==> src/hw/rtl/ftmh_pkg.sv <==
// ftmh_pkg: shared constants of the flow tuple hash pipeline.
// Message kind codes and the 64-bit mixing multiplier.
// No dependencies.
package ftmh_pkg;

    localparam int unsigned KIND_W = 2;
    localparam int unsigned ADDR_W = 32;
    localparam int unsigned PORT_W = 16;
    localparam int unsigned WORD_W = 64;
    localparam int unsigned HALF_W = 32;

    // message kinds
    localparam logic [KIND_W-1:0] KIND_USER     = 2'd0;
    localparam logic [KIND_W-1:0] KIND_INTERNAL = 2'd1;

    localparam logic [WORD_W-1:0] MIX_MUL   = 64'hc6a4a7935bd1e995;
    localparam int unsigned       MIX_SHIFT = 47;

    // key length (16 bytes) times the multiplier, i.e. a shift by four
    localparam logic [WORD_W-1:0] SEED_TWEAK = MIX_MUL << 4;

    localparam logic [HALF_W-1:0] MUL_LO = MIX_MUL[31:0];
    localparam logic [HALF_W-1:0] MUL_HI = MIX_MUL[63:32];

endpackage

==> src/hw/rtl/ftmh_mul64.sv <==
// ftmh_mul64: two-stage (a ^ b) * MIX_MUL, low 64 bits kept.
// Stage 1: 32x32 partial products; stage 2: sum. Depends on ftmh_pkg.
module ftmh_mul64 import ftmh_pkg::*; (
    input  logic              clk,
    input  logic              rst_n,
    input  logic              en,
    input  logic              in_valid,
    input  logic [WORD_W-1:0] op_a,
    input  logic [WORD_W-1:0] op_b,
    output logic              out_valid,
    output logic [WORD_W-1:0] product
);

    logic [WORD_W-1:0] x;
    logic              v1_reg, v2_reg;
    logic [WORD_W-1:0] lo_reg, lo_next;
    logic [HALF_W-1:0] cra_reg, cra_next;
    logic [HALF_W-1:0] crb_reg, crb_next;
    logic [WORD_W-1:0] prod_reg, prod_next;

    assign x = op_a ^ op_b;

    // only the low halves of the cross products reach the kept 64 bits
    assign lo_next  = WORD_W'(x[31:0]) * WORD_W'(MUL_LO);
    assign cra_next = x[63:32] * MUL_LO;
    assign crb_next = x[31:0] * MUL_HI;

    assign prod_next = lo_reg + {cra_reg + crb_reg, HALF_W'(0)};

    always_ff @(posedge clk or negedge rst_n)
    begin
        if (!rst_n)
        begin
            v1_reg <= 1'b0;
            v2_reg <= 1'b0;
        end
        else if (en)
        begin
            v1_reg <= in_valid;
            v2_reg <= v1_reg;
        end
    end

    always_ff @(posedge clk)
    begin
        if (en)
        begin
            lo_reg   <= lo_next;
            cra_reg  <= cra_next;
            crb_reg  <= crb_next;
            prod_reg <= prod_next;
        end
    end

    assign out_valid = v2_reg;
    assign product   = prod_reg;

endmodule

==> config.mk <==
export PLATFORM = sky130hd
export DESIGN_NAME = ftmh_mul64
export DESIGN_NICKNAME = d
export VERILOG_FILES = /design/src/hw/rtl/ftmh_pkg.sv /design/src/hw/rtl/ftmh_mul64.sv
export SDC_FILE = /design/constraint.sdc
export NUM_CORES = 2
export LEC_CHECK = 0
export BUFFER_PORTS_ARGS = -buffer_cell sky130_fd_sc_hd__buf_2
export CAP_MARGIN = 20
export CELL_PAD_IN_SITES_DETAIL_PLACEMENT = 1
export CELL_PAD_IN_SITES_GLOBAL_PLACEMENT = 2
export CORE_MARGIN = 4
export CORE_UTILIZATION = 39
export CTS_CLUSTER_SIZE = 40
export DETAILED_ROUTE_END_ITERATION = 8
export PLACE_DENSITY_LB_ADDON = 0.1
export SLEW_MARGIN = 20
export SYNTH_ARGS = -nofsm -noshare
export SYNTH_HDL_FRONTEND = slang
export SYNTH_SLANG_ARGS = --single-unit
==> constraint.sdc <==
create_clock -name clk -period 4.82 [get_ports clk]
set_input_delay 0.241 -clock clk [delete_from_list [all_inputs] [get_ports clk]]
set_output_delay 0.241 -clock clk [all_outputs]
set_load 0.05 [all_outputs]
**Word level (Yosys, flattened, before mapping)**

Index checks and enable logic that the tools add are counted.

- $add $sub $neg: 2
- Multiply operators: 3
- Bitwise operators: 1

Operators with widths:

| kind | count |
|---|---|
| $add A63 B64 Y64 | 1 |
| $mul A32 B31 Y32 const B | 2 |
| $xor A64 B64 Y64 | 1 |
| $mul A32 B31 Y63 const B | 1 |
| $add A32 B32 Y32 | 1 |

- Flip-flop bits (word level): 193
- Input port bits: 132
- Logic and storage cells: 12

**Logic depth before layout (Yosys ltp)**

- Word-level depth: 2
- Mapped depth: 28
- Depth with buffers taken out: 27

**Worst setup path after synthesis**

Ideal clock, no wire load.

- Path type: in2reg
- Start: input port op_b[2]
- End: register lo_reg[59] (data pin)
- Setup time: 0.259 ns
- Data arrival time: 7.269 ns
- Required time: 4.561 ns
- Slack: -2.708 ns
- Cell stages on the path: 26
- Buffers on the path: 1
- Path through: xor2_1 clkinv_1 xnor2_1 ha_1 or2_2 ha_1 inv_1 fa_1 inv_1 fa_1 fa_1 fa_1 fa_1 inv_1 fa_1 inv_1 ha_1 clkbuf_1 nand2_1 o21ai_0 a211oi_1 a2111oi_0 o2111ai_1 a21o_1 and3_1 a211o_1

- Cells in the longest elaborated chain, start to end: 2

Ends and longest elaborated chain:

| element | RTL line | RTL |
|---|---|---|
| start, declared | ftmh_mul64.sv:9 | `input logic [WORD_W-1:0] op_b,` |
| $xor A64 B64 Y64 | ftmh_mul64.sv:21 | `assign x = op_a ^ op_b;` |
| $mul A32 B31 Y63 | ftmh_mul64.sv:24 | `assign lo_next = WORD_W'(x[31:0]) * WORD_W'(MUL_LO);` |
| via lo_next[59] | ftmh_mul64.sv:16 | `logic [WORD_W-1:0] lo_reg, lo_next;` |
| end signal, assigned | ftmh_mul64.sv:48 | `lo_reg <= lo_next;` |
| end, declared | ftmh_mul64.sv:16 |  |

The timed path passes the listed nets, and every way through them passes these cells.
A chain may end at the register's enable or synchronous reset.

**Worst setup path after layout**

- Start: input port op_a[9]
- End: register lo_reg[59] (data pin)

- Cells in the longest elaborated chain, start to end: 2

Ends and longest elaborated chain:

| element | RTL line | RTL |
|---|---|---|
| start, declared | ftmh_mul64.sv:8 | `input logic [WORD_W-1:0] op_a,` |
| $xor A64 B64 Y64 | ftmh_mul64.sv:21 |  |
| $mul A32 B31 Y63 | ftmh_mul64.sv:24 |  |
| via lo_next[59] | ftmh_mul64.sv:16 |  |

The timed path passes the listed nets, and every way through them passes these cells.

==> impl_results.md <==
* Outcome: finished, violations left
* Violations in the final reports: setup timing
* Mean instance size in the synthesized netlist at 10.4 sq um
* Final max-slew violation count at 0
* Largest net degree at the start of global routing at 130
* DIE AREA at 0.119 sq mm
* Register clock-pin slew on the reported worst setup and hold paths at 0.09 ns
* Synth-to-layout area growth at 39.1%
* Portion of the post-synthesis area used by sequential elements at 12.9%
* Number of I/O pins at 197
* Total detailed-routing wirelength at 164000 microns
* Starting density of the core at 39.4%
* Die height at 346 microns
* Nets in the synthesized netlist at 6043
* Worst clock skew at 0.0250 ns
* Post-detailed-route count of antenna-violating nets at 0
* Number of warning messages in the yosys log at 0
* Clock insertion delay at the later pin of the skew report at 0.51 ns
* Nets at 7381
* Area of all sequential standard cells at 0.00576 sq mm
* Setup TNS after final layout at -109.56 ns
* Critical path start-end classification: primary input to flop
* Ratio of routed vias to standard cells at 4.89
* Hold violation total from the final report at 0
* Data required time of the worst path at 5.07 ns
* Slowest cell on the critical path: fa_1
* Cell chosen for the clock root: clkbuf_16
* Smallest setup slack after layout at -1.93 ns
* HPWL after detailed placement at 144000 microns
* Transition time at the pin with the least slew margin at 0.842 ns
* Area used by multi-input combinational logic at 0.0381 sq mm
* Setup repair after global routing missed its margin: yes
* First-pass iteration count of the detailed router at 5
* Number of failing setup endpoints in the final timing report at 91
* Worst reg-to-reg setup slack at -0.21 ns
* Top FF cell, synth: edfxtp_1
* Horizontal die dimension at 346 microns
* DP Worst Slack at -2.74 ns
* Overflow left after global routing at 0
* Largest fanout on the critical path at 4
* Number of flops mapped to enable cells by yosys at 190
* Worst min-delay path class: primary input to async pin
* Kind of capture point of the worst setup path: flop
* Final Wtd Congestion at 0.948
* Count of max-cap constraint violations at 0
* Maximum level of the CTS H-tree at 4
* Layout cell share with drive strength beyond 1 at 35.4%
* Post-Synthesis Cell Area at 0.0445 sq mm
* Gate count of the mapped netlist at 4284
* Most frequent standard cell in the layout excluding fill and tap cells: inv_1
* Port Buffers at 196
* Fraction of registers with async set/reset at 1.04%
* Initial antenna violation count at 10
* Critical path data arrival time at 7.00 ns
* Most frequent cells in the layout: inv_1, buf_4, ha_1, fa_1, edfxtp_1
* Via Count at 34895
* Total GRT Usage at 27.4%
* TritonCTS clock tree: yes
* Number of global-route vias before repair at 39518
* Clk buf depth at 2
* Worst max-slew margin expressed relative to the limit at 43.9%
* Kind of start point of the critical path: primary input
* Min Clock Period, post-route at 6.75 ns
* Post-synth cell types at 76
* TritonCTS Buffers at 17
* Period Utilization, post-route at 140%
* First-pass GRT wire length at 243000 microns
* Slowest stage delay, CP at 0.56 ns
* DR iter-0 viols at 1643
* Drc violations at 0
* # clock sinks at 192
* Placeable Area at 0.113 sq mm
* Worst-case hold slack at 0.0809 ns
* Flip-flop and latch count after synthesis at 192
* Max FFs per register at 64
* Row Count at 123
* Routed wire length per instance at 22.9 microns
* FILL cells at 12283
* Number of cells traversed by the worst register-to-register path at 23
* Highest achievable clock rate at 148 MHz
-- cells in the mapped netlist (all sizes together), types with 3 or more instances --
cell type	number	area share (%)
or2	8	0.11
inv	1278	11
o21ai	91	1.0
a311o	3	0.070
mux2	5	0.13
a22oi	4	0.068
xor2	121	2.4
ha	867	24
o31ai	6	0.10
a31oi	17	0.24
o211ai	15	0.26
nor3b	3	0.051
o21bai	29	0.49
a21oi	147	1.7
fa	760	34
a221oi	6	0.12
xnor2	166	3.3
a2111oi	4	0.093
a31o	6	0.12
nand2	64	0.54
a21boi	5	0.084
clkbuf	24	0.20
nor3	31	0.36
nor2b	14	0.20
o2111ai	4	0.079
a21o	92	1.6
edfxtp	190	13
nand2b	25	0.35
a211oi	24	0.41
nand3	26	0.29
o22ai	4	0.056
o311ai	4	0.096
o21a	20	0.34
a311oi	11	0.23
or3	7	0.099
and2	10	0.14
and3	17	0.24
nor2	113	0.95
nand4	16	0.23
a211o	9	0.18
or4	4	0.068
-- per-layer routing --
metal | GRT usage [%] | wire (microns)
met5 | 0 | 27
met4 | 8.05 | 5050
met3 | 5.06 | 8000
met2 | 43.8 | 75800
met1 | 38.0 | 74600
-- repair_timing --
action	CTS	global route
gates resized for setup	521	252
pin swaps	242	215
hold buffers	2	0
setup endpoints to repair	98	103
buffers inserted	125	67
hold endpoints to repair	3	0
-- final timing paths --
check / start / endpoint
min in group clk: en / product[13]
worst min register to register: lo_reg[12] / product[12]
worst min-delay path: rst_n / v1_reg
max in group asynchronous: rst_n / out_valid
worst max-delay path: op_a[9] / lo_reg[59]
worst max register to register: crb_reg[0] / product[63]
-- critical path: cells and delay by family --
family                   cells  cell delay (ns)
AND/OR/NAND/NOR              2             0.18
buffers and inverters       10             0.76
XOR/XNOR                     1             0.27
adder cells (fa/ha/maj)      9             3.96
AO/OA/AOI/OAI                7             1.57
-- kinds of logic (layout without fill, tap and decap cells) --
logic type / count (synthesis) / after routing / share of synthesized area, %
flops: 192 / 192 / 12.9
other cells: 0 / 3 / 0
xor+xnor: 290 / 290 / 5.81
fa+ha+maj: 1627 / 1627 / 58.6
mux: 6 / 6 / 0.149
compound gates: 518 / 518 / 7.64
buf+inv: 1305 / 2656 / 11.0
simple gates: 346 / 346 / 3.78
-- stage by stage --
stage,utilization [%],std cells,cell area [sq um]
2_1_floorplan,-,4284,46000
3_3_place_gp,50.0,6951,56400
3_5_place_dp,50.0,6951,56400
4_1_cts,53.6,7088,60500
5_1_grt,54.8,7135,61800
6_report,54.8,7138,61800
-- layout make-up --
class,instances,area share [%]
antenna,3,0.0121
clock buffer,17,0.688
clock inverter,15,0.370
inverter,1279,7.82
multi-input combinational,2787,61.6
sequential,192,9.31
tap,1500,3.03
timing repair buffer,1345,17.2
Power is not shown: default switching activity piles up to over one toggle a cycle in this logic, so the estimate is an artifact.
