--- src/hw/rtl/ftmh_pkg.sv ---
// ftmh_pkg: shared constants of the flow tuple hash pipeline.
// Message kind codes and the 64-bit mixing multiplier.
// No dependencies.
package ftmh_pkg;

    localparam int unsigned KIND_W = 2;
    localparam int unsigned ADDR_W = 32;
    localparam int unsigned PORT_W = 16;
    localparam int unsigned WORD_W = 64;
    localparam int unsigned HALF_W = 32;

    // message kinds
    localparam logic [KIND_W-1:0] KIND_USER     = 2'd0;
    localparam logic [KIND_W-1:0] KIND_INTERNAL = 2'd1;

    localparam logic [WORD_W-1:0] MIX_MUL   = 64'hc6a4a7935bd1e995;
    localparam int unsigned       MIX_SHIFT = 47;

    // key length (16 bytes) times the multiplier, i.e. a shift by four
    localparam logic [WORD_W-1:0] SEED_TWEAK = MIX_MUL << 4;

    localparam logic [HALF_W-1:0] MUL_LO = MIX_MUL[31:0];
    localparam logic [HALF_W-1:0] MUL_HI = MIX_MUL[63:32];

endpackage

--- src/hw/rtl/ftmh_key.sv ---
// ftmh_key: selects the tuple by message kind and forms the 16-byte key.
// One register stage. Depends on ftmh_pkg.
module ftmh_key import ftmh_pkg::*; (
    input  logic              clk,
    input  logic              rst_n,
    input  logic              en,
    input  logic              in_valid,
    input  logic [KIND_W-1:0] req_type,
    input  logic [ADDR_W-1:0] src_addr,
    input  logic [ADDR_W-1:0] dst_addr,
    input  logic [PORT_W-1:0] src_port,
    input  logic [PORT_W-1:0] dst_port,
    output logic              out_valid,
    output logic [WORD_W-1:0] key_w0,
    output logic [WORD_W-1:0] key_w1
);

    logic [ADDR_W-1:0] sa, da;
    logic [PORT_W-1:0] sp, dp;
    logic              valid_reg;
    logic [WORD_W-1:0] w0_reg, w0_next;
    logic [WORD_W-1:0] w1_reg, w1_next;

    always_comb
    begin
        case (req_type)
            KIND_USER:
            begin
                sa = src_addr;
                da = dst_addr;
                sp = src_port;
                dp = dst_port;
            end
            KIND_INTERNAL:
            begin
                sa = '0;
                da = '0;
                sp = '0;
                dp = '0;
            end
            default:
            begin
                sa = '1;
                da = '1;
                sp = '1;
                dp = '1;
            end
        endcase
    end

    assign w0_next = WORD_W'(sa) * WORD_W'(da);
    assign w1_next = {sa ^ da, HALF_W'(sp) * HALF_W'(dp)};

    always_ff @(posedge clk or negedge rst_n)
    begin
        if (!rst_n)
        begin
            valid_reg <= 1'b0;
        end
        else if (en)
        begin
            valid_reg <= in_valid;
        end
    end

    always_ff @(posedge clk)
    begin
        if (en)
        begin
            w0_reg <= w0_next;
            w1_reg <= w1_next;
        end
    end

    assign out_valid = valid_reg;
    assign key_w0    = w0_reg;
    assign key_w1    = w1_reg;

endmodule

--- config.mk ---
export PLATFORM = sky130hd
export DESIGN_NAME = ftmh_key
export DESIGN_NICKNAME = d
export VERILOG_FILES = /design/src/hw/rtl/ftmh_pkg.sv /design/src/hw/rtl/ftmh_key.sv
export SDC_FILE = /design/constraint.sdc
export NUM_CORES = 2
export LEC_CHECK = 0
export BUFFER_PORTS_ARGS = -buffer_cell sky130_fd_sc_hd__buf_4
export CAP_MARGIN = 15
export CORE_UTILIZATION = 25
export CTS_CLUSTER_DIAMETER = 150
export DETAILED_ROUTE_END_ITERATION = 10
export PLACE_DENSITY_LB_ADDON = 0.12
export SLEW_MARGIN = 20
export SYNTH_ARGS = -nofsm -noshare
export SYNTH_HDL_FRONTEND = slang
export SYNTH_SLANG_ARGS = --single-unit
--- constraint.sdc ---
create_clock -name clk -period 0.8 [get_ports clk]
set_clock_uncertainty 0.05 [all_clocks]
set_input_delay 0.08 -clock clk [delete_from_list [all_inputs] [get_ports clk]]
set_output_delay 0.08 -clock clk [all_outputs]
set_load 0.01 [all_outputs]
Word level (Yosys, flattened, before mapping) --
Index checks and enable logic that the tools add are counted.
Word-level totals: output and inout port bits 129, logic and storage cells 12, bits of input ports 102, register bits 129
Cells by class: reduce and logical (&&, ||, !) cells 1, bitwise logic cells 1, equality and inequality tests 1, mux-type cells 4, $mul 2
Operators by type and width (count):
- $pmux W32 S2 | 2
- $mul A32 B32 Y64 | 1
- $pmux W16 S2 | 2
- $mul A16 B16 Y32 | 1
- $xor A32 B32 Y32 | 1
- $eq A2 B1 Y1 const B | 1
- $logic_not A2 Y1 | 1

Longest topological paths before layout --
depth after elaboration 3, depth in mapped cells 32, mapped depth without buffers 28

Worst setup path after synthesis --
OpenSTA, ideal clock, no wires.
path type input port to flip-flop, from input port req_type[1], to register w0_reg[57], in the netlist key_w0[57] (data pin), data arrival time 7.647 ns, required time 0.488 ns, cell stages on the path 28, path buffers 4, library setup time 0.262 ns, path slack -7.159 ns, cell sequence clkbuf_1 clkbuf_1 buf_1 a21oi_1 clkbuf_1 nor2_1 fa_1 fa_1 fa_1 inv_1 fa_1 inv_1 fa_1 inv_1 fa_1 inv_1 fa_1 fa_1 ha_1 and2_1 nand3_1 or3_1 o211ai_1 a31o_1 a221o_1 a31oi_1 o31ai_1 xnor2_1
Between the ends: cells in the longest elaborated chain, start to end 3, elaborated cells between the ends (all ways) 5, classes of those cells mul (1); eq/ne (1); mux (2); reduce/logical (1)
RTL lines:
- start: declaration | line ftmh_key.sv:8 | input logic [KIND_W-1:0] req_type,
- $eq A2 B1 Y1 / $logic_not A2 Y1 (equally long branches) | line ftmh_key.sv:26 | case (req_type)
- $pmux W32 S2 | line ftmh_key.sv:26
- $mul A32 B32 Y64 * | line ftmh_key.sv:51 | assign w0_next = WORD_W'(sa) * WORD_W'(da);
- named net w0_next[57] | line ftmh_key.sv:21 | logic [WORD_W-1:0] w0_reg, w0_next;
- end signal: assignment | line ftmh_key.sv:70 | w0_reg <= w0_next;
- end: declaration | line ftmh_key.sv:21
Mark *: on every way through the listed nets, which the timed path passes. The rest lies on a longest branch. A chain may end at the register's enable or synchronous reset.

Final worst setup path --
from input port req_type[0], to register w0_reg[57], in the netlist key_w0[57] (data pin)
The elaborated chain is that of the path after synthesis.

==> impl_metrics.py <==
metrics = {
    "floorplan": {
        "start_util_pct": 25.1,
        "core_sq_um": 178000,
        "die_w_um": 426,
        "chipHeight_um": 426,
        "rows": 155,
        "pin_count": 231,
        "dieArea_sq_um": 181000,
    },
    "synthesis": {
        "synth.top_cell.area_share_pct": 48.6,
        "yosys-top-cells-area": "fa_1, ha_1, inv_1, edfxtp_1, nor2_1",
        "ys_seq_area_share_pct": 8.62,
        "synthMostInstantiatedCell": "inv_1",
        "synth-edff-count": 128,
        "synth_seq_cells": 129,
        "synth_flop_cell": "edfxtp_1",
        "syn-mean-instance-area_sq_um": 9.09,
        "synth_cell_type_count": 67,
        "synth_nets": 6527,
        "ys_warn_count": 0,
        "async_reset_ff_share_pct": 0.775,
        "yosysTopAreaCell": "fa_1",
        "syn_inst": 4936,
        "synth_common_cells": "inv_1, fa_1, nor2_1",
        "synth_area_sq_um": 44900,
    },
    "grt": {
        "use_met3_pct": 2.59,
        "use_met1_pct": 29.0,
        "grtUsageTotal_pct": 20.9,
        "grt_max_degree": 63,
        "grt_pass1_wl_um": 274000,
        "grtUsageMet2_pct": 34.8,
        "antenna_found_initial": 7,
        "grt-busiest-layer": "met2",
        "overflow": 0,
        "grt_pass1_vias": 40200,
    },
    "worst_setup_path": {
        "cpMostUsedCell": "fa_1",
        "cp-start-kind": "input pin",
        "worstSetupStartpoint": "req_type[0]",
        "cp_max_fo": 8,
        "reg2reg_from": "out_valid",
        "slowest_stage": "fa_1",
        "critical_path_class": "in2reg",
        "crit_required_ns": 1.07,
        "max_stage_delay_ns": 0.57,
        "arrival_ns": 7.54,
        "cp-end-kind": "register",
    },
    "clocking": {
        "htree_levels": 4,
        "cts_inserted_buffers": 17,
        "path_clk_slew_ns": 0.07,
        "cts_tree": "yes",
        "clk_root_buffer_cell": "clkbuf_16",
        "clk_path_buf_depth": 2,
        "clkLatencyLatePin_ns": 0.57,
        "cts_hold_buf": 4,
        "cts.sinks": 129,
    },
    "sta": {
        "finalCriticalPeriod_ns": 7.27,
        "holdWs_ns": -0.112,
        "period_share_pct": 909,
        "hold_viol_final": 17,
        "maxSlewViolCount": 0,
        "worst_slack_ns": -6.47,
        "max_freq_mhz": 138,
        "setup_viol": 261,
        "tightest_slew_ns": 0.549,
        "rsz0062_at_grt": "yes",
        "slew_headroom_pct": 63.4,
    },
    "place": {
        "place_congestion": 0.888,
        "port_buffers": 230,
        "dp_cells": 8203,
        "post-dp-hpwl_um": 161000,
    },
    "routing": {
        "drc": 0,
        "vias_per_cell": 4.39,
        "dr.pass1.iters": 5,
        "totalWireLength_um": 186000,
        "drtIter0Drc": 1925,
        "postRouteAntennaNets": 0,
        "wl_per_cell_um": 22.1,
        "num_vias": 36900,
    },
    "cells_and_area": {
        "layout-drive-gt1-share_pct": 30.5,
        "nFillCells": 18500,
        "area_delta_synth_final_pct": 39.7,
        "final_util_pct": 35.1,
        "final_nets": 7615,
        "fin_cells": 8395,
    },
    "status": {
        "violations": "negative hold slack, negative setup slack",
        "status": "finished, violations left",
    },
    "min_path": {
        "hold_path.startpoint": "dst_port[0]",
        "hold_path.class": "in2reg",
    },
    "flow_run": {
        "maxCapViolCount": 0,
    },
}
-- cells in the final DEF (no fill, tap or decap), types with 8 or more instances in the layout --
| cell type | n |
|---|---|
| nor2_1 | 657 |
| inv_1 | 1072 |
| o21ai_0 | 24 |
| xnor2_2 | 10 |
| xnor2_1 | 53 |
| fa_2 | 71 |
| a21oi_1 | 63 |
| edfxtp_1 | 128 |
| buf_6 | 123 |
| a21oi_4 | 56 |
| nand4_1 | 24 |
| o21ai_1 | 10 |
| a21oi_2 | 63 |
| buf_12 | 110 |
| clkinvlp_4 | 9 |
| nand2_2 | 18 |
| xor2_1 | 12 |
| inv_2 | 43 |
| o21ai_2 | 17 |
| ha_4 | 78 |
| clkbuf_16 | 22 |
| xor2_2 | 8 |
| nor2_2 | 28 |
| a21o_1 | 58 |
| nand2_1 | 621 |
| a31oi_1 | 12 |
| nor3_1 | 8 |
| fa_1 | 1019 |
| o21a_1 | 13 |
| buf_4 | 1029 |
| o21bai_1 | 14 |
| nor2_4 | 9 |
| clkinv_4 | 10 |
| and2_1 | 16 |
| clkinv_2 | 14 |
| buf_8 | 18 |
| ha_1 | 318 |
| nor2b_1 | 12 |
| a21o_4 | 8 |
-- state kept, by name (all words and copies together), names as in the netlist --
register,flops
out_valid,1
key_w1,64
key_w0,64
-- worst max-delay path: cells and delay by family --
| kind | cells | cell delay, ns |
|---|---|---|
| buffers and inverters | 11 | 1.24 |
| AO/OA/AOI/OAI | 6 | 1.13 |
| XOR/XNOR | 1 | 0.11 |
| AND/OR/NAND/NOR | 3 | 0.50 |
| adder cells (fa/ha/maj) | 9 | 4.45 |
-- metrics by stage --
step	instance area, sq um	worst slack, ns	hold WS, ns	TNS (ns)
6_report	62700	-6.47	-0.112	-546.66
5_1_grt	62700	-6.65	-0.104	-569.15
4_1_cts	60900	-6.42	-0.183	-553.79
3_5_place_dp	57400	-7.69	-0.194	-641.15
3_3_place_gp	57400	-7.67	-0.194	-641.52
2_1_floorplan	46400	-6.52	-0.266	-498.06
-- routing by layer --
metal	vias to the layer above	part of all wire, %
li1	16800	-
met3	107	4.6
met1	19200	45
met5	-	0.0038
met4	2	1.9
met2	798	48
-- logic make-up (layout without fill, tap and decap cells) --
group / after synthesis / after routing / synth area share, %
compound gates: 402 / 402 / 5.56
buf+inv: 1377 / 2478 / 11.5
fa+ha+maj: 1489 / 1489 / 59.8
xor+xnor: 89 / 89 / 1.74
simple gates: 1449 / 1449 / 12.7
other cells: 0 / 3 / 0
flops: 129 / 129 / 8.62
mux: 1 / 1 / 0.0251
-- worst paths after layout --
kind | endpoint | slack [ns] | depth (start not counted)
setup / recovery | key_w0[57] | -6.47 | 30
hold / removal | key_w1[0] | -0.11 | 3
setup reg to reg | out_valid | 0.01 | 1
hold reg to reg | out_valid | 0.46 | 1
max in group asynchronous | out_valid | 0.30 | 3
min in group asynchronous | out_valid | 0.30 | 3
-- final cells by class --
type / instances / area [sq um] / share of cell area [%]
multi-input cells: 3430 / 38900 / 62.1
repair buffers: 1296 / 11900 / 19.0
inverters: 1150 / 4460 / 7.11
flip-flops and latches: 129 / 3870 / 6.17
well taps: 2355 / 2950 / 4.70
clock buffers: 17 / 425 / 0.679
clock inverters: 15 / 136 / 0.218
diodes: 3 / 7.51 / 0.0120
-- what timing repair did --
action                                  CTS  global route
pin swaps                               177           162
setup buffers                            98            52
resized for setup                       426           260
endpoints found under the setup margin  257           262
endpoints found under the hold margin    28            21
gates cloned                              6             5
Power is left out: the tool's default activity adds up to more than one toggle a clock period on the data nets, which glitch-free logic cannot reach.
